File: config.mk
export PLATFORM = sky130hd
export DESIGN_NAME = stlbs_bsearch
export DESIGN_NICKNAME = d
export VERILOG_FILES = /design/src/rtl/stlbs_pkg.sv /design/src/rtl/stlbs_bsearch.sv
export SDC_FILE = /design/constraint.sdc
export NUM_CORES = 1
export LEC_CHECK = 0
export BUFFER_PORTS_ARGS = -buffer_cell sky130_fd_sc_hd__buf_2
export CORE_ASPECT_RATIO = 0.5
export CORE_MARGIN = 2
export CORE_UTILIZATION = 30
export CTS_CLUSTER_DIAMETER = 120
export CTS_CLUSTER_SIZE = 30
export DETAILED_ROUTE_END_ITERATION = 16
export HOLD_SLACK_MARGIN = 0.12
export PLACE_DENSITY = 0.54
export SKIP_LAST_GASP = 1
export SLEW_MARGIN = 40
export SYNTH_ARGS = -nofsm -noshare
export SYNTH_HDL_FRONTEND = slang
export SYNTH_SLANG_ARGS = --single-unit
File: constraint.sdc
create_clock -name clk -period 3.5 [get_ports clk]
set_input_delay 0.7 -clock clk [delete_from_list [all_inputs] [get_ports clk]]
set_output_delay 0.7 -clock clk [all_outputs]
set_load 0.01 [all_outputs]
File: src/rtl/stlbs_pkg.sv
package stlbs_pkg;

    localparam int unsigned DEPTH_DEFAULT = 256;

    // action codes of an input item
    localparam logic ACT_APPEND = 1'b0;
    localparam logic ACT_SEARCH = 1'b1;

    // status codes of a result item
    localparam logic [1:0] STATUS_APPENDED = 2'd0;
    localparam logic [1:0] STATUS_FULL     = 2'd1;
    localparam logic [1:0] STATUS_SEARCHED = 2'd2;

    typedef struct packed {
        logic               action;
        logic signed [31:0] value;
    } req_t;

    typedef struct packed {
        logic [1:0] status;
        logic       linear_found;
        logic       binary_found;
        logic [7:0] binary_index;
        logic [8:0] entry_count;
    } rsp_t;

    typedef enum logic [2:0] {
        ST_IDLE,
        ST_LSCAN,
        ST_BPROBE,
        ST_BCMP,
        ST_FINISH
    } state_t;

    // sequencer to range tracker
    typedef struct packed {
        logic start;
        logic step;
    } bs_ctrl_t;

    // range tracker to sequencer
    typedef struct packed {
        logic range_empty;
        logic key_equal;
        logic key_less;
    } bs_stat_t;

endpackage

File: src/rtl/stlbs_bsearch.sv
module stlbs_bsearch #(
    parameter int unsigned DEPTH = stlbs_pkg::DEPTH_DEFAULT,
    localparam int unsigned CW = $clog2(DEPTH + 1),
    localparam int unsigned AW = (DEPTH > 1) ? $clog2(DEPTH) : 1
) (
    input  logic                clk,
    input  logic                rst_n,
    input  stlbs_pkg::bs_ctrl_t ctrl,
    input  logic [CW-1:0]       count,
    input  logic signed [31:0]  key,
    input  logic signed [31:0]  rdata,
    output logic [AW-1:0]       probe,
    output stlbs_pkg::bs_stat_t stat
);
    import stlbs_pkg::*;

    logic [CW-1:0] lo_reg, lo_next;
    logic [CW-1:0] hi_reg, hi_next;
    logic [CW-1:0] half_span;
    logic [CW-1:0] probe_wide;

    // probe = lo + (hi - lo - 1) / 2, only meaningful while lo < hi
    assign half_span  = (hi_reg - lo_reg - CW'(1)) >> 1;
    assign probe_wide = lo_reg + half_span;
    assign probe      = probe_wide[AW-1:0];

    assign stat.range_empty = !(lo_reg < hi_reg);
    assign stat.key_equal   = (rdata == key);
    assign stat.key_less    = (rdata < key);

    always_comb
    begin
        lo_next = lo_reg;
        hi_next = hi_reg;
        if (ctrl.start)
        begin
            lo_next = '0;
            hi_next = count;
        end
        else if (ctrl.step)
        begin
            if (stat.key_less)
                lo_next = probe_wide + CW'(1);
            else
                hi_next = probe_wide;
        end
    end

    always_ff @(posedge clk or negedge rst_n)
    begin
        if (!rst_n)
        begin
            lo_reg <= '0;
            hi_reg <= '0;
        end
        else
        begin
            lo_reg <= lo_next;
            hi_reg <= hi_next;
        end
    end

endmodule

; ---- Word level (Yosys, flattened, before mapping)
; Cells that the tools add are included.
[totals]
input_bits = 77
regBits = 18
word_cells = 21
out_inout_bits = 11
[classes]
addsub = 4
n_reduce_logical = 5
eq_ne = 2
n_lt_le_gt_ge = 2
muxes = 6
[op_table]
columns = operator, n
row1 = $mux 9, 6
row2 = $eq 32x32->1, 1
row3 = $lt 32x32->1, 1
row4 = $add 9x1->9 const B, 1
row5 = $add 9x8->9, 1
row6 = $lt 9x9->1, 1
row7 = $sub 9x1->9 const B, 1
row8 = $sub 9x9->9, 1
row9 = $reduce_and 2->1, 2
row10 = $reduce_bool 2->1, 2
row11 = $ne 2x2->1 const B, 1
row12 = $logic_not 1->1, 1

; ---- Logic depth before layout (Yosys ltp)
; Gate-level depths: netlist (run 1).
[logic_depth]
ltp_word = 7
mapped_depth = 16

; ---- Worst setup path before layout (run 1)
; No wires, ideal clock.
[synth_timing]
path_kind = register to output
start = register lo_reg[1]
end = output probe[7]
path_buffers = 0
t_arrival_ns = 2.909
stages_incl_launch_ff = 14
slack_ns = -0.109
required_ns = 2.800
path_cell_list = dfrtp_1 inv_1 ha_1 a31oi_1 o21ai_0 a21oi_1 o21ai_0 and4_1 a311o_1 ha_1 or3_1 o22a_1 xnor2_1 inv_1
[synth_via]
elab_chain_cells = 3
[synth_lines]
columns = item, line_no
row1 = start: declaration, stlbs_bsearch.sv:17  ; logic [CW-1:0] lo_reg, lo_next;
row2 = start signal: assignment, stlbs_bsearch.sv:58  ; lo_reg <= lo_next;
row3 = $sub 9x9->9, stlbs_bsearch.sv:23  ; assign half_span = (hi_reg - lo_reg - CW'(1)) >> 1;
row4 = $sub 9x1->9, stlbs_bsearch.sv:23
row5 = $add 9x8->9 (*), stlbs_bsearch.sv:24  ; assign probe_wide = lo_reg + half_span;
row6 = end: declaration, stlbs_bsearch.sv:12  ; output logic [AW-1:0] probe,
; Every way passes the cells marked *; elsewhere a longest branch is shown, timed or not.

; ---- Worst setup path in the final report (run 1)
; Same ends and word-level chain as after synthesis.

==> results by group, run 1 <==
Floorplan
  – Die span in y: 70.54 um
  – Die area: 9669 um^2
  – Cell Rows: 24
  – Chip width: 137.1 um
  – Core area: 8648 um^2
  – Ports: 88
  – Initial core utilization: 30.71%

Placement
  – Gpl congestion: 0.7677
  – Port bufs: 87
  – Placement Setup Slack: -0.08206 ns
  – Final HPWL DP: 5.503 mm

Synth
  – Post-synthesis cell type count: 51
  – Asr flop ratio synth: 100.0%
  – Syn Area/Cell: 8.327 um^2
  – Post-synth top area share: 26.38%
  – Synthesized area: 2656 um^2
  – Cell taking the most area after synthesis: ha_1
  – Cell count after synthesis: 319
  – Register area share after synthesis: 16.96%
  – Syn nets: 454
  – Number of synthesized flops with an enable pin: 0
  – Post-synthesis register bit count: 18
  – Ys Warns: 0
  – Top post-synthesis cells by area: ha_1, dfrtp_1, inv_1, a21oi_1, xnor2_1
  – Ys flop type: dfrtp_1

Clocking
  – H-tree Lvls: 1
  – Clk slew on worst S/H paths: 0.05 ns
  – CTS buffer count: 3
  – Clock latency on the worst-skew pair: 0.24 ns
  – Max clock buf depth: 2
  – CTS tree: done
  – CTS sink count: 18
  – Clock Tree Root: clkbuf_16
  – CTS Hold Bufs: 0

Setup path
  – WP depth: 13
  – Register-to-Register Path Depth: 15
  – R2r setup slk: 0.20 ns
  – Crit path largest cell delay: 0.38 ns
  – Data arrival time of the worst path: 2.96 ns
  – RR Startpoint: lo_reg[1]
  – Worst r2r dst: lo_reg[8]
  – CP max-delay cell: dfrtp_1
  – WS Path Type: flip-flop to output pin
  – Crit path from: lo_reg[1]
  – CP bufs+invs: 3
  – Worst path required time: 2.80 ns
  – CP most frequent cell: a21oi_2
  – Crit. End Element: output pin
  – Worst Setup Start Kind: flip-flop
  – Critical path's top delay family: compound AO/OA/AOI/OAI gates
  – Max Fanout on Critical Path: 4
  – Cells along the critical path: buf_4 -> fa_2 -> o21ai_2 -> a21oi_2 -> o21ai_1 -> a21oi_2 -> xnor2_1 -> ha_2 -> or3_4 -> o22a_1 -> xnor2_2 -> inv_2 -> buf_6

Global routing
  – Initial antenna violation count: 0
  – Congestion Overflow GR: 0
  – Number of global-route vias before repair: 2395
  – First-pass GRT wire length: 10.89 mm
  – GRT Total Usage: 13.81%
  – Largest net degree at the start of global routing: 24

Timing
  – Final setup violation count: 2
  – Final worst slack: -0.1574 ns
  – Worst-Margin Slew: 0.5121 ns
  – Final hold vios: 0
  – Achievable Freq: 273.4 MHz
  – Max-slew headroom: 65.86%
  – Unrepaired setup endpoints after global routing: true
  – Setup TNS: -0.2331 ns
  – Tcrit/Tclk final: 104.5%
  – Final min period: 3.657 ns
  – Max Slew Vio Count: 0
  – Layout Skew: 0.003112 ns

Finish
  – Fin util: 43.65%
  – Layout cells sized above 1: 40.95%
  – Area Growth Syn to Fin: 42.11%
  – Nets@finish: 579
  – Ant diodes: 0

Outcome
  – Status: complete, but fails checks
  – Failing checks: negative setup slack

Run
  – Max-Cap Viols: 0

Detailed routing
  – Initial drt markers: 55
  – Post-Route WL: 6.486 mm
  – Drt pass-1 iters: 4
  – Average vias per placed instance: 4.429
  – DRC violations left: 0
  – Routed WL per cell: 11.60 um
  – Routed Antenna Nets: 0
  – Routed vias: 2476

Min path
  – Hold WC Path Type: input pin to asynchronous set/reset pin
## worst max path at each step
stage                to
2_1_floorplan  probe[7]
3_3_place_gp   probe[7]
3_5_place_dp   probe[7]
4_1_cts        probe[7]
5_1_grt        probe[7]
6_report       probe[7]
## what timing repair did
action / 4_1_cts / 5_1_grt
buffers inserted: 8 / 3
setup endpoints to repair: 6 / 11
resized for setup: 20 / 24
pin swaps: 16 / 16
## Yosys cell counts (all sizes together), types with 3 or more instances
master,instances
nand3,4
o21a,4
a31oi,3
dfrtp,18
nor3,7
a211oi,5
inv,67
nand2b,4
o31ai,4
nand4,8
a221oi,3
nor2,19
a21oi,25
xnor2,12
mux2i,4
buf,3
mux2,8
ha,56
o21ai,13
nand2,15
a221o,3
xor2,7
## per-stage QoR
stage | std cells | hold WS [ns] | instance area [um^2]
floorplan | 319 | 0.4044 | 2664
global placement | 545 | 0.5069 | 3398
detailed placement | 545 | 0.4987 | 3398
CTS | 556 | 0.4017 | 3633
global route | 559 | 0.4148 | 3775
finish | 559 | 0.3873 | 3775
## kinds of logic after synthesis
kind of cell | count (synthesis) | synth area share [%]
AO/OA/AOI/OAI | 71 | 19.74
XOR/XNOR | 19 | 6.265
adder cells (fa/ha/maj) | 58 | 27.89
buffers and inverters | 71 | 11.07
flip-flops | 18 | 16.96
multiplexers | 12 | 4.899
AND/OR/NAND/NOR | 70 | 13.19
## layout by cell type, fill, tap and decap left out, drive strengths merged, types with 2 or more instances in the layout
master	instances
buf	124
inv	67
ha	56
a21oi	25
nor2	19
dfrtp	18
nand2	15
o21ai	13
xnor2	12
nand4	8
mux2	8
nor3	7
xor2	7
a211oi	5
o21a	4
mux2i	4
o31ai	4
nand2b	4
nand3	4
a221o	3
clkbuf	3
a31oi	3
a221oi	3
o211ai	2
nor4	2
nor2b	2
and2	2
fa	2
o21bai	2
## routing by layer
| metal | vias to the layer above | track usage, % | wire length (um) |
|---|---|---|---|
| met5 | - | 0 | 0 |
| met4 | 0 | 1.718 | 0 |
| met3 | 0 | 1.720 | 217 |
| met2 | 42 | 21.84 | 2820 |
| met1 | 1081 | 20.68 | 3447 |
| li1 | 1353 | - | - |
## layout make-up
type                    instances  area, um^2
fillers                       882        4873
multi-input cells             230        2131
repair buffers                124       719.4
flip-flops and latches         18       451.7
inverters                      67       251.5
well taps                     117       146.4
clock buffers                   3       75.07
Power of run 1 is not shown: default switching activity piles up to over one toggle a cycle in this logic, so the estimate is an artifact.
==> inputs of run 2 (changes only) <==
CORE_MARGIN = 1   (was 2)
==> run 2 against run 1 <==
  * Wire length is 2.6% higher
  * Via count is 2.0% higher
  * First-iteration DRC count is 24% higher
  * Critical path depth stayed put
  * Sequential share of layout area hardly changed
  * Core utilization is 1.8 points higher
  * Register-to-register slack worse by 0.06 ns
  * The run still ends with negative setup slack left
  * Count of clock-buffer cells in the layout stayed put
  * Flip-flop and latch count stayed put
  * Global-route usage is 1.1 points higher
==> results by group, run 2 (synthesized netlist as in run 1, its figures left out) <==
Placement
  – Final HPWL DP: 5.541 mm
  – Gpl congestion: 0.8116
  – Placement Setup Slack: -0.1625 ns
  – Port bufs: 87

Outcome
  – Failing checks: negative setup slack
  – Status: complete, but fails checks

Detailed routing
  – Average vias per placed instance: 4.525
  – Post-Route WL: 6.652 mm
  – DRC violations left: 0
  – Drt pass-1 iters: 4
  – Routed vias: 2525
  – Routed Antenna Nets: 0
  – Routed WL per cell: 11.92 um
  – Initial drt markers: 68

Clocking
  – Clock Tree Root: clkbuf_16
  – CTS Hold Bufs: 0
  – CTS sink count: 18
  – H-tree Lvls: 1
  – Clk slew on worst S/H paths: 0.05 ns
  – CTS buffer count: 3
  – Max clock buf depth: 2
  – CTS tree: done
  – Clock latency on the worst-skew pair: 0.25 ns

Setup path
  – WS Path Type: flip-flop to output pin
  – Max Fanout on Critical Path: 3
  – Data arrival time of the worst path: 3.05 ns
  – Crit. End Element: output pin
  – Worst Setup Start Kind: flip-flop
  – Worst path required time: 2.80 ns

Timing
  – Final setup violation count: 3
  – Final hold vios: 0
  – Final worst slack: -0.2460 ns
  – Max Slew Vio Count: 0
  – Layout Skew: 0.002831 ns
  – Tcrit/Tclk final: 107.0%
  – Final min period: 3.746 ns
  – Worst-Margin Slew: 0.5021 ns
  – Achievable Freq: 267.0 MHz
  – Max-slew headroom: 66.53%
  – Unrepaired setup endpoints after global routing: true

Finish
  – Most common cell after layout, fill and taps aside: buf_2
  – Nets@finish: 583
  – Area Growth Syn to Fin: 41.69%
  – Commonest non-fill, non-tap cells in the layout: buf_2, inv_1, ha_1, buf_4, nor2_1
  – Layout cells sized above 1: 39.69%
  – Ant diodes: 0
  – Number of fill cells: 840

Global routing
  – Congestion Overflow GR: 0
  – Number of global-route vias before repair: 2454
  – GRT Total Usage: 14.91%
  – Largest net degree at the start of global routing: 24
  – First-pass GRT wire length: 10.84 mm
  – Initial antenna violation count: 0

Floorplan
  – Chip width: 135.1 um
  – Ports: 88
  – Die span in y: 68.54 um
  – Core area: 8288 um^2
  – Cell Rows: 23
  – Initial core utilization: 32.05%
  – Die area: 9257 um^2

Run
  – Max-Cap Viols: 0

Min path
  – Hold WC Path Type: input pin to asynchronous set/reset pin
run 2: cell types whose count changed in the layout (fill, tap and decap cells not counted), sizes merged:
cell,before,now
buf,124,128
run 2: final cells by class:
cell class / count / area, um^2 / area share, %
flip-flops and latches: 18 / 450.4 / 11.97
repair buffers: 128 / 753.2 / 20.01
well taps: 112 / 140.1 / 3.723
clock buffers: 3 / 75.07 / 1.995
inverters: 67 / 251.5 / 6.682
multi-input cells: 230 / 2093 / 55.62
run 2: repair_timing:
action	in CTS	in global routing
resized for setup	18	18
setup buffers	6	7
gates cloned	0	0
endpoints found under the setup margin	6	8
pin swaps	11	23
run 2: routing by layer:
| metal | vias up | global-route usage [%] | share of wire (%) |
|---|---|---|---|
| met2 | 59 | 26.03 | 44 |
| met4 | 0 | 3.511 | 0.87 |
| met1 | 1103 | 20.01 | 51 |
| li1 | 1358 | - | - |
| met5 | - | 0 | 0 |
| met3 | 5 | 1.754 | 4.6 |
run 2: worst paths after layout:
path | from | end | slack [ns] | depth (start not counted)
worst max-delay path | hi_reg[0] | probe[7] | -0.25 | 13
worst min-delay path | rst_n | hi_reg[6] | 0.38 | 1
worst max register to register | hi_reg[0] | lo_reg[7] | 0.14 | 16
worst min register to register | hi_reg[8] | hi_reg[8] | 0.51 | 1
max in group asynchronous | rst_n | lo_reg[4] | 2.83 | 1
min in group clk | hi_reg[8] | hi_reg[8] | 0.51 | 1
run 2: metrics by stage:
step / hold WS [ns] / util [%] / instance area (um^2) / instances / TNS, ns
after floorplan: 0.4044 / - / 2664 / 319 / 0
after global placement: 0.5020 / 41.11 / 3407 / 542 / -0.1492
after detailed placement: 0.4970 / 41.11 / 3407 / 542 / -0.1673
after CTS: 0.3981 / 43.70 / 3622 / 551 / -0.4031
after global routing: 0.4184 / 45.41 / 3764 / 558 / -1.016
final: 0.3795 / 45.41 / 3764 / 558 / -0.4194
run 2: worst max-delay path, cell delays in order (launching register included):
cell and delay [ns]:
dfrtp_1 0.47, nand2b_4 0.09, fa_2 0.42, o21ai_2 0.15, a21oi_2 0.08, o21ai_1 0.18, a21oi_2 0.09, xnor2_1 0.19
ha_2 0.31, o21a_1 0.18, o22a_1 0.21, xnor2_2 0.24, inv_2 0.06, buf_6 0.12
Power of run 2 is left out for the same reason.
==> inputs of run 3 (changes only) <==
==> constraint.sdc (replaced) <==
create_clock -name clk -period 3.5 [get_ports clk]
set_input_delay 0.175 -clock clk [delete_from_list [all_inputs] [get_ports clk]]
set_output_delay 0.175 -clock clk [all_outputs]
set_load 0.01 [all_outputs]
==> run 3 against run 2 <==
  * Global-route usage down 0.40 points
  * Via count decreased by 3.2%
  * Setup slack better by 0.34 ns
  * The run now ends clean
  * Final cell count fell by 5.0%
  * Critical path type unchanged
  * Wire length down 4.4%
  * Count of clock-buffer cells in the layout unchanged
  * Hold slack worse by 0.22 ns
==> results by group, run 3 (synthesized netlist as in run 1, its figures left out) <==
Detailed routing
  – Average vias per placed instance: 4.609
  – Drt pass-1 iters: 4
  – Routed Antenna Nets: 0
  – Post-Route WL: 6.360 mm
  – Initial drt markers: 58
  – DRC violations left: 0
  – Routed vias: 2443
  – Routed WL per cell: 12.00 um

Setup path
  – WS Path Type: flip-flop to output pin
  – Worst path required time: 3.32 ns
  – Worst Setup Start Kind: flip-flop
  – Max Fanout on Critical Path: 3
  – Crit. End Element: output pin
  – Data arrival time of the worst path: 3.23 ns

Power and ir drop
  – Worst VDD drop: 463.5 uV
  – PD cells: 1215 nW/um^2
  – Static Leakage: 1.829 nW
  – Tot Pwr: 4.134 mW

Finish
  – Finished Layout Cells: 530
  – Ant diodes: 0
  – Commonest non-fill, non-tap cells in the layout: buf_2, inv_1, ha_1, a21oi_1, nor2_1
  – Area Growth Syn to Fin: 28.12%
  – Reg area: 450.4 um^2
  – Number of fill cells: 867
  – Fin util: 41.06%
  – Nets@finish: 555
  – Most common cell after layout, fill and taps aside: buf_2
  – Layout cells sized above 1: 30.38%
  – Multi-input gate area: 1951 um^2
  – Final Instance Area: 3403 um^2

Clocking
  – Max clock buf depth: 2
  – CTS sink count: 18
  – H-tree Lvls: 1
  – CTS tree: done
  – Clk slew on worst S/H paths: 0.05 ns
  – Clock latency on the worst-skew pair: 0.25 ns
  – CTS buffer count: 3
  – Clock Tree Root: clkbuf_16

Min path
  – Hold WC Path Type: input pin to flip-flop

Timing
  – Worst-Margin Slew: 0.7467 ns
  – Hold_ws: 0.1601 ns
  – Final setup violation count: 0
  – Final min period: 3.403 ns
  – Layout Skew: 0.003207 ns
  – Final hold vios: 0
  – Setup TNS: 0 ns
  – Max Slew Vio Count: 0
  – Achievable Freq: 293.9 MHz
  – Tcrit/Tclk final: 97.23%
  – Final worst slack: 0.09702 ns
  – Max-slew headroom: 50.22%

Placement
  – Placed cell count: 522
  – Placement Setup Slack: 0.05094 ns
  – Final HPWL DP: 5.419 mm
  – Post-DP Area: 3249 um^2
  – Gpl congestion: 0.8088
  – Port bufs: 87

Global routing
  – Number of global-route vias before repair: 2299
  – Largest net degree at the start of global routing: 24
  – GRT Total Usage: 14.51%
  – First-pass GRT wire length: 10.66 mm
  – Congestion Overflow GR: 0
  – Initial antenna violation count: 0

Floorplan
  – Initial core utilization: 32.05%
  – Ports: 88
  – Core area: 8288 um^2
  – Chip width: 135.1 um
  – Die span in y: 68.54 um
  – Die area: 9257 um^2
  – Cell Rows: 23

Run
  – Max-Cap Viols: 0

Outcome
  – Status: finished clean
## run 3: timing repair
| action | 4_1_cts | 5_1_grt |
|---|---|---|
| endpoints found under the hold margin | 18 | 0 |
| buffers inserted | 0 | 4 |
| gates resized for setup | 2 | 11 |
| setup endpoints to repair | 1 | 8 |
| hold buffers | 1 | 0 |
| pin swaps | 0 | 10 |
## run 3: cell type report
| cell class | count | share of cell area (%) |
|---|---|---|
| tap | 112 | 4.118 |
| sequential | 18 | 13.24 |
| timing repair buffer | 100 | 15.74 |
| inverter | 67 | 7.390 |
| multi-input combinational | 230 | 57.32 |
| clock buffer | 3 | 2.206 |
## run 3: path summary, 6_finish.rpt
kind | startpoint | end | slack (ns) | cells past startpoint
setup / recovery | lo_reg[1] | probe[7] | 0.1 | 14
hold / removal | count[6] | hi_reg[6] | 0.16 | 2
setup reg to reg | lo_reg[1] | hi_reg[7] | 0.20 | 15
hold reg to reg | hi_reg[8] | hi_reg[8] | 0.52 | 1
max in group asynchronous | rst_n | lo_reg[1] | 2.80 | 2
min in group asynchronous | rst_n | lo_reg[6] | 0.40 | 2
## run 3: where the power goes
part | switching, mW | internal [mW] | leakage [nW]
Combinational | 1.93 | 1.61 | 1.57
Sequential | 0.0756 | 0.291 | 0.226
Clock | 0.0782 | 0.150 | 0.0370
Total | 2.08 | 2.05 | 1.83
## run 3: metal layers
metal,vias up,wire (um),share of wire (%),track usage (%)
li1,1304,-,-,-
met1,1077,3503,55,21.27
met2,57,2618,41,23.39
met3,5,183,2.9,1.170
met4,0,55,0.86,2.949
met5,-,0,0,0
## run 3: worst max-delay path: stages, from the launching register on
cell	delay [ns]
dfrtp_1	0.39
inv_2	0.08
ha_4	0.20
a31oi_1	0.18
o21ai_1	0.12
a21oi_2	0.16
o21ai_2	0.09
and4_1	0.17
a311o_1	0.32
ha_2	0.18
or3_1	0.34
o22a_1	0.23
xnor2_2	0.25
inv_1	0.11
buf_2	0.15
Power figures use the tool's default switching activity.
